`config.mk`:
```
export PLATFORM = sky130hd
export DESIGN_NAME = svpwm_fifo
export DESIGN_NICKNAME = d
export VERILOG_FILES = /design/src/hdl/svpwm_pkg.sv /design/src/hdl/svpwm_fifo.sv
export SDC_FILE = /design/constraint.sdc
export NUM_CORES = 1
export LEC_CHECK = 0
export BUFFER_PORTS_ARGS = -buffer_cell sky130_fd_sc_hd__buf_2
export CAP_MARGIN = 40
export CORE_AREA = 8 8 128 130
export CTS_CLUSTER_SIZE = 10
export DETAILED_ROUTE_END_ITERATION = 16
export DIE_AREA = 0 0 136 138
export PLACE_DENSITY_LB_ADDON = 0.1
export SLEW_MARGIN = 15
export SYNTH_ARGS = -nofsm -noshare
export SYNTH_HDL_FRONTEND = slang
export SYNTH_SLANG_ARGS = --single-unit
```
`constraint.sdc`:
```
create_clock -name i_clk -period 4 [get_ports i_clk]
set_input_delay 0.8 -clock i_clk [delete_from_list [all_inputs] [get_ports i_clk]]
set_output_delay 0.8 -clock i_clk [all_outputs]
set_load 0.05 [all_outputs]
```
`src/hdl/svpwm_pkg.sv`:
```
// shared types, constants and sine table for the space vector pwm duty block
package svpwm_pkg;

    // field widths
    localparam int ANGLE_W    = 16;
    localparam int VOLT_W     = 16;
    localparam int SUPPLY_W   = 15;
    localparam int PERIOD_W   = 16;
    localparam int SECTOR_W   = 3;
    localparam int COMPARE_W  = 16;
    localparam int APB_ADDR_W = 3;
    localparam int APB_DATA_W = 32;

    // sine table geometry
    localparam int SINE_N     = 200;
    localparam int SINE_LAST  = SINE_N - 1;
    localparam int SINE_IDX_W = 8;
    localparam int SINE_W     = 14;
    localparam int SINE_SCALE = 10000;

    // angle constants
    localparam int TURN    = 1 << ANGLE_W;
    localparam int QUARTER = TURN / 4;

    // time computation constants
    localparam int UREF_W     = 16;
    localparam int UREF_LIMIT = 37814;
    localparam int SQRT3_Q16  = 113512;
    localparam int TIME_W     = 17;
    localparam int DUTY_W     = 17;
    // exact reciprocal of 10000 for dividends below 2^30
    localparam logic [63:0] RECIP_M = 64'd1759218605;
    localparam int RECIP_S = 44;

    // iterative unit pacing
    localparam int SQRT_STEPS  = 4;
    localparam int SQRT_CYCLES = 8;
    localparam int DIV_STEPS   = 4;
    localparam int DIV_CYCLES  = 4;
    localparam int CNT_W       = 3;

    // queue depth between front and back
    localparam int FIFO_DEPTH = 2;

    // table generation constants
    localparam logic [63:0] PI_Q62  = 64'hC90FDAA22168C235;
    localparam logic [63:0] ROM_DEN = 64'(2 * SINE_LAST);
    // angle step split into whole and leftover parts
    localparam logic [63:0] ROM_STEP_Q = PI_Q62 / ROM_DEN;
    localparam logic [63:0] ROM_STEP_R = PI_Q62 % ROM_DEN;
    // reciprocal of the step denominator, exact for dividends below 2^32
    localparam int          ROM_DEN_SH  = 41;
    localparam logic [63:0] ROM_DEN_INV = ((64'd1 << ROM_DEN_SH) + ROM_DEN - 64'd1) / ROM_DEN;
    // reciprocals of the taylor term divisors, exact for 64 bit dividends
    localparam int TAYLOR_SH = 74;
    localparam logic [0:12][79:0] TAYLOR_INV = {
        80'(((80'd1 << TAYLOR_SH) + 80'd5) / 80'd6),
        80'(((80'd1 << TAYLOR_SH) + 80'd19) / 80'd20),
        80'(((80'd1 << TAYLOR_SH) + 80'd41) / 80'd42),
        80'(((80'd1 << TAYLOR_SH) + 80'd71) / 80'd72),
        80'(((80'd1 << TAYLOR_SH) + 80'd109) / 80'd110),
        80'(((80'd1 << TAYLOR_SH) + 80'd155) / 80'd156),
        80'(((80'd1 << TAYLOR_SH) + 80'd209) / 80'd210),
        80'(((80'd1 << TAYLOR_SH) + 80'd271) / 80'd272),
        80'(((80'd1 << TAYLOR_SH) + 80'd341) / 80'd342),
        80'(((80'd1 << TAYLOR_SH) + 80'd419) / 80'd420),
        80'(((80'd1 << TAYLOR_SH) + 80'd505) / 80'd506),
        80'(((80'd1 << TAYLOR_SH) + 80'd599) / 80'd600),
        80'(((80'd1 << TAYLOR_SH) + 80'd701) / 80'd702)
    };

    // register map
    typedef enum logic [0:0] {
        REG_SUPPLY = 1'b0,
        REG_PERIOD = 1'b1
    } t_reg_index;

    // back end sequencer states
    typedef enum logic [3:0] {
        ST_IDLE,
        ST_ROTATE,
        ST_SUM,
        ST_SQUARE,
        ST_ACCUM,
        ST_SQRT,
        ST_DIV_PREP,
        ST_DIV,
        ST_TIME_MUL,
        ST_TIME_SCALE,
        ST_TIME_DIV,
        ST_DUTY,
        ST_COMPARE
    } t_back_state;

    // classified item handed from front to back
    typedef struct packed {
        logic signed [VOLT_W-1:0] volt_q;
        logic signed [VOLT_W-1:0] volt_d;
        logic signed [SINE_W:0]   sin_e;
        logic signed [SINE_W:0]   cos_e;
        logic [SINE_W-1:0]        sin_t1;
        logic [SINE_W-1:0]        sin_t2;
        logic [SECTOR_W-1:0]      sector;
    } t_item;

    typedef logic [SINE_W-1:0] t_sine_rom [SINE_N];

    // (a * b) >> 62 with a full width product
    function automatic logic [63:0] mul_q62(input logic [63:0] a, input logic [63:0] b);
        logic [127:0] p;
        p = {64'd0, a} * {64'd0, b};
        return p[125:62];
    endfunction

    // quarter-wave sine table by fixed point taylor series
    function automatic t_sine_rom build_rom();
        t_sine_rom    rom;
        logic [63:0]  x;
        logic [63:0]  x2;
        logic [63:0]  term;
        logic [63:0]  s;
        logic [63:0]  v;
        logic [63:0]  fr;
        logic [191:0] wide;
        for (int i = 0; i < SINE_N; i++) begin
            fr = ROM_STEP_R * 64'(i);
            x = ROM_STEP_Q * 64'(i) + ((fr * ROM_DEN_INV) >> ROM_DEN_SH);
            x2 = mul_q62(x, x);
            term = x;
            s = x;
            for (int k = 1; k <= 13; k++) begin
                wide = 192'(mul_q62(term, x2)) * 192'(TAYLOR_INV[k-1]);
                term = wide[TAYLOR_SH+63:TAYLOR_SH];
                if ((k & 1) == 1) s = s - term;
                else s = s + term;
            end
            v = (mul_q62(s, 64'(2 * SINE_SCALE)) + 64'd1) >> 1;
            rom[i] = (v > 64'(SINE_SCALE)) ? SINE_W'(SINE_SCALE) : v[SINE_W-1:0];
        end
        return rom;
    endfunction

    localparam t_sine_rom SINE_ROM = build_rom();

    // signed sine of a full-turn angle
    function automatic logic signed [SINE_W:0] turn_sine(input logic [ANGLE_W-1:0] a);
        logic [1:0]                       q;
        logic [ANGLE_W-3:0]               p;
        logic [ANGLE_W+SINE_IDX_W-3:0]    prod;
        logic [SINE_IDX_W-1:0]            k;
        logic signed [SINE_W:0]           v;
        q = a[ANGLE_W-1:ANGLE_W-2];
        p = a[ANGLE_W-3:0];
        prod = (ANGLE_W+SINE_IDX_W-2)'(p) * (ANGLE_W+SINE_IDX_W-2)'(SINE_LAST)
             + (ANGLE_W+SINE_IDX_W-2)'(QUARTER / 2);
        k = prod[ANGLE_W+SINE_IDX_W-3:ANGLE_W-2];
        if (q[0]) k = SINE_IDX_W'(SINE_LAST) - k;
        if (k > SINE_IDX_W'(SINE_LAST)) k = SINE_IDX_W'(SINE_LAST);
        v = $signed({1'b0, SINE_ROM[k]});
        return q[1] ? -v : v;
    endfunction

    // table index for an active vector time, num in 0..TURN
    function automatic logic [SINE_IDX_W-1:0] time_index(input logic [ANGLE_W:0] num);
        logic [ANGLE_W+10:0]   acc;
        logic [9:0]            y;
        logic [19:0]           yq;
        logic [SINE_IDX_W-1:0] k;
        acc = (ANGLE_W+11)'(num) * (ANGLE_W+11)'(4 * SINE_LAST) + (ANGLE_W+11)'(3 * TURN);
        y = acc[ANGLE_W+10:ANGLE_W+1];
        // divide by three, exact below 1536
        yq = 20'(y) * 20'd683;
        k = yq[18:11];
        if (k > SINE_IDX_W'(SINE_LAST)) k = SINE_IDX_W'(SINE_LAST);
        return k;
    endfunction

endpackage

```
`src/hdl/svpwm_fifo.sv`:
```
// two entry queue between the front classifier and the back sequencer
module svpwm_fifo (
    input  logic              i_clk,
    input  logic              i_rst_n,
    input  logic              i_push,
    output logic              o_not_full,
    input  svpwm_pkg::t_item  i_data,
    input  logic              i_pop,
    output logic              o_not_empty,
    output svpwm_pkg::t_item  o_data
);
    import svpwm_pkg::*;

    t_item      r_mem [FIFO_DEPTH];
    logic       r_wr_ptr;
    logic       r_rd_ptr;
    logic [1:0] r_count;
    logic       do_push;
    logic       do_pop;

    assign o_not_full  = (r_count != 2'(FIFO_DEPTH));
    assign o_not_empty = (r_count != 2'd0);
    assign o_data      = r_mem[r_rd_ptr];
    assign do_push     = i_push && o_not_full;
    assign do_pop      = i_pop && o_not_empty;

    // storage
    always_ff @(posedge i_clk) begin
        if (do_push) r_mem[r_wr_ptr] <= i_data;
    end

    // pointers and fill level
    always_ff @(posedge i_clk) begin
        if (!i_rst_n) begin
            r_wr_ptr <= 1'b0;
            r_rd_ptr <= 1'b0;
            r_count  <= 2'd0;
        end else begin
            if (do_push) r_wr_ptr <= ~r_wr_ptr;
            if (do_pop) r_rd_ptr <= ~r_rd_ptr;
            if (do_push && !do_pop) r_count <= r_count + 2'd1;
            else if (do_pop && !do_push) r_count <= r_count - 2'd1;
        end
    end

endmodule

```
[Word level (Yosys, flattened, before mapping)]
Memory sizes are Yosys's and may differ from the RTL's. A register that Yosys moved wholly into a read port is not among the register bits.
Index checks and enable logic that the tools add are counted.
Operators by class
  $add $sub $neg: 2
  bitwise operators: 2
  eq/ne operators: 1
  reductions and logical operators: 8
  muxes and demuxes: 6
Operator list (count)
  1-bit logical AND: 4
  1-bit 2-to-1 mux: 4
  2-bit 2-to-1 mux: 2
  2-bit nonzero test: 2
  2-bit by 1-bit adder with 2-bit output (second input constant): 1
  1-bit logical NOT: 2
  2-bit != test (second input constant): 1
  1-bit NOT: 2
  2-bit by 1-bit subtractor with 2-bit output (second input constant): 1
Storage, ports and cells
  word-level logic and storage cells: 23
  bits of input ports: 97
  register bits after elaboration: 4
  output and inout bits: 95
  memories kept: 1
  bits in writable memories: 186
Memories
  r_mem: depth 2, bits a word 93, rd ports 1, clocked after Yosys merged registers in 1, write ports 1, RTL line svpwm_fifo.sv:14  | t_item r_mem [FIFO_DEPTH];

[Depth between registers and ports, before layout]
  depth after elaboration: 6
  gate-level depth with buffers: 6
  depth with buffers taken out: 6

[Worst setup path after synthesis]
Ideal clock, no wire load.
  path kind: input port to flip-flop
  start: input i_push
  end: memory r_mem[1][0] (netlist name) (enable)
  arrival: 3008 ps
  path slack: 529 ps
  required time: 3537 ps
  path buffers: 0
  stages on the path: 1
  library setup time: 463 ps
  cells stage by stage: and3_1
Between the ends
  cells in the longest elaborated chain, start to end: 3
RTL lines
  start, declared: RTL line svpwm_fifo.sv:5  | input logic i_push,
  1-bit logical AND: RTL line svpwm_fifo.sv:24  | assign do_push = i_push && o_not_full;
  1-bit 2-to-1 mux: RTL line svpwm_fifo.sv:29  | if (do_push) r_mem[r_wr_ptr] <= i_data;
  1-bit 2-to-1 mux (not written as such): RTL line svpwm_fifo.sv:29
  end, declared: RTL line svpwm_fifo.sv:14
No other way between the ends.

==> impl_results.md <==
- Status: finished clean
- Post-CTS Resized: 0
- Vias/cell: 4.90
- CP Capture Type: primary output
- Setup slack, reg-to-reg: roughly 1900 ps
- # fillers: 1103
- Post-synth EDFFs: 186
- Syn. warnings: 0
- Setup Buffers After CTS: 0
- Syn Nets: ~410
- Maxcap violations: 0
- CTS tree: yes
- Leak: 0.00325 uW
- Startpoint Class: register
- Clock share of power: 0.272
- Final WL: 13200 um
- Ys flop type: edfxtp_1
- RSZ-0062 raised after global routing: false
- Mean Syn Cell Area: 22.3 um^2
- Slew Viols, Final: 0
- Worst EP required: 3200 ps
- Arr. time, crit path: around 2200 ps
- CTS Root Cell: clkbuf_16
- Share of layout cells above drive strength 1: 0.613
- Nets: 615
- Placed insts: 682
- I/O Buffers: 191
- Switching Share: 0.360
- Achievable Freq: 337 MHz
- Final-report hold violation count: 0
- Synthesis-to-layout area growth: 25.8%
- Setup TNS: 0 ps
- Cells after Synth: 313
- Clock slew at reported path FFs: 60 ps
- Hpwl dp: 9080 um
- Measured slew at the worst slew-check pin: between 700 and 800 ps
- Pwr/cell area: 751 mW/mm^2
- Seq pwr share: 0.399
- Minimum clock period: approximately 3000 ps
- Vias post-DR: 3496
- Initial antenna violation count: 0
- Sink of the worst hold path: r_count[1]
- Pint: 4220 uW
- Sequential area share after synthesis: 0.816
- GRT Total Usage: 0.142
- Largest net degree at the start of global routing: 53
- Hold_sp: r_count[1]
- Vias in the first global route: roughly 3900
- Routed len/inst: 18.5 um
- Worst Hold Class: register to register
- ANT cells: 0
- Clock Skew: between 5 and 6 ps
- Top Ports: ~190
- Detail Route Antenna Nets: 0
- Cell area after synthesis: 0.00697 mm^2
- Synthesized flop and latch total: ~190
- Max H-tree Level: 4
- CORE AREA: around 0.014 mm^2
- Combinational Power Share: 0.329
- Hold depth: 2
- Sink Count: approximately 190
- Worst R2R Start: r_count[0]
- Worst VDD drop: ~420 uV
- Initial Util: 0.487
- Die width: 136 um
- Clk_lat worst skew: 410 ps
- Period utilisation layout: 0.743
- Switching power: 2370 uW
- Post-synth ARST share: 0
- Die area: 0.0188 mm^2
- Area leader, netlist: edfxtp_1
- DRT Pass-1 Iters: 4
- Longest Clk Path Bufs: 2
- CTS Buf Count: 17
- Final Util: 0.613
- R2r endpoint: r_mem[0][72]
- Die Height: 138 um
- Relative slew slack: 0.533
- Synth area leaders: edfxtp_1 (80%), mux2_2 (15%), dfxtp_1 (1.4%)
- Critical path fanouts, max: 47
- Final non-filler cell total: 714
- Reg2Reg Depth: 4
- Final setup fails: 0
- Critical path class: register to primary output
- Total global routing overflow: 0
- Hold_buf cts: 0
- Synth top area share: 0.801
- DR iter-0 viols: 192
- Gpl congestion: ~0.71
- FP Rows: 44
- Distinct cells, synth: 21
- DRC violations left: 0
- First-pass GRT wire length: 20300 um
[synth_stat cells, types with 2 or more instances]
master    count
and2_1        4
buf_2         2
buf_6         7
dfxtp_1       5
edfxtp_1    186
mux2_2       93
xnor2_1       2
[power by group through the flow]
stage	combinational [uW]	sequential [uW]	clock (uW)
CTS	2200	2640	1830
floorplan	1800	2610	0
finish	2170	2630	1790
global placement	2190	2660	0
detailed placement	2190	2680	0
global route	2270	2660	1900
[flip-flops by register name, indices dropped and copies added (netlist names), named ones only]
register,count
r_count,2
r_mem,186
r_rd_ptr,1
r_wr_ptr,1
[placed cells by master, fill, tap and decap left out, drive strengths merged]
master | Yosys | final
buf | 10 | 195
xor2 | 1 | 1
ha | 1 | 1
clkinvlp | 0 | 5
clkbuf | 0 | 17
bufinv | 0 | 5
or2 | 1 | 1
nand2b | 1 | 1
clkinv | 0 | 5
mux2 | 93 | 93
a21bo | 1 | 1
nand3b | 1 | 1
inv | 1 | 1
and3 | 1 | 1
xnor2 | 2 | 2
or3 | 1 | 1
dfxtp | 5 | 5
edfxtp | 186 | 186
a21boi | 2 | 2
and2 | 4 | 4
o21ai | 2 | 2
[area by class of cell]
type | instances | area, um^2 | share of cell area
flip-flops and latches | 191 | 5690 | 0.649
inverters | 1 | 6.26 | 0.000713
well taps | 184 | 230 | 0.0262
clock inverters | 15 | 219 | 0.0250
repair buffers | 195 | 1010 | 0.115
multi-input cells | 111 | 1190 | 0.136
clock buffers | 17 | 425 | 0.0485
[worst max-delay path, cell delays in order, from the launching register on]
cell	delay [ps]
dfxtp_4	760
buf_12	340
mux2_2	390
buf_2	220
[how the worst max path moves through the flow]
stage                     slack (ps)  cells past startpoint           to
after global routing             900                      3   o_data[54]
after detailed placement        1420                      3   o_data[51]
final                           1030                      3   o_data[48]
after global placement          1430                      3   o_data[48]
after floorplan                  530                      1  r_mem[1][0]
after CTS                        960                      3   o_data[51]
[stage by stage]
step	area, um^2	setup WS (ps)	hold slack (ps)	power (uW)
finish	8770	1030	568	6590
global route	8770	904	543	6840
global placement	8130	1430	532	4850
CTS	8770	960	550	6670
floorplan	6970	529	512	4410
detailed placement	8130	1420	560	4870
[cell families after synthesis]
group / after synthesis / share of synthesized area
and+or+nand+nor: 9 / 0.00933
AOI/OAI and AO/OA: 5 / 0.00502
xor gates and xnor gates: 3 / 0.00377
muxes: 93 / 0.150
adders and majority gates: 1 / 0.00179
DFF: 191 / 0.816
buffers and inverters: 11 / 0.0144
[per-layer routing]
layer  routed length, um  up-vias  share of wire  track usage
met4                 218        0          0.016       0.0630
met1                5180     1699           0.39        0.161
li1                    -     1653              -            -
met5                   0        -              0            0
met3                1160       17          0.087       0.0529
met2                6680      127           0.50        0.235
Power figures use the tool's default switching activity.
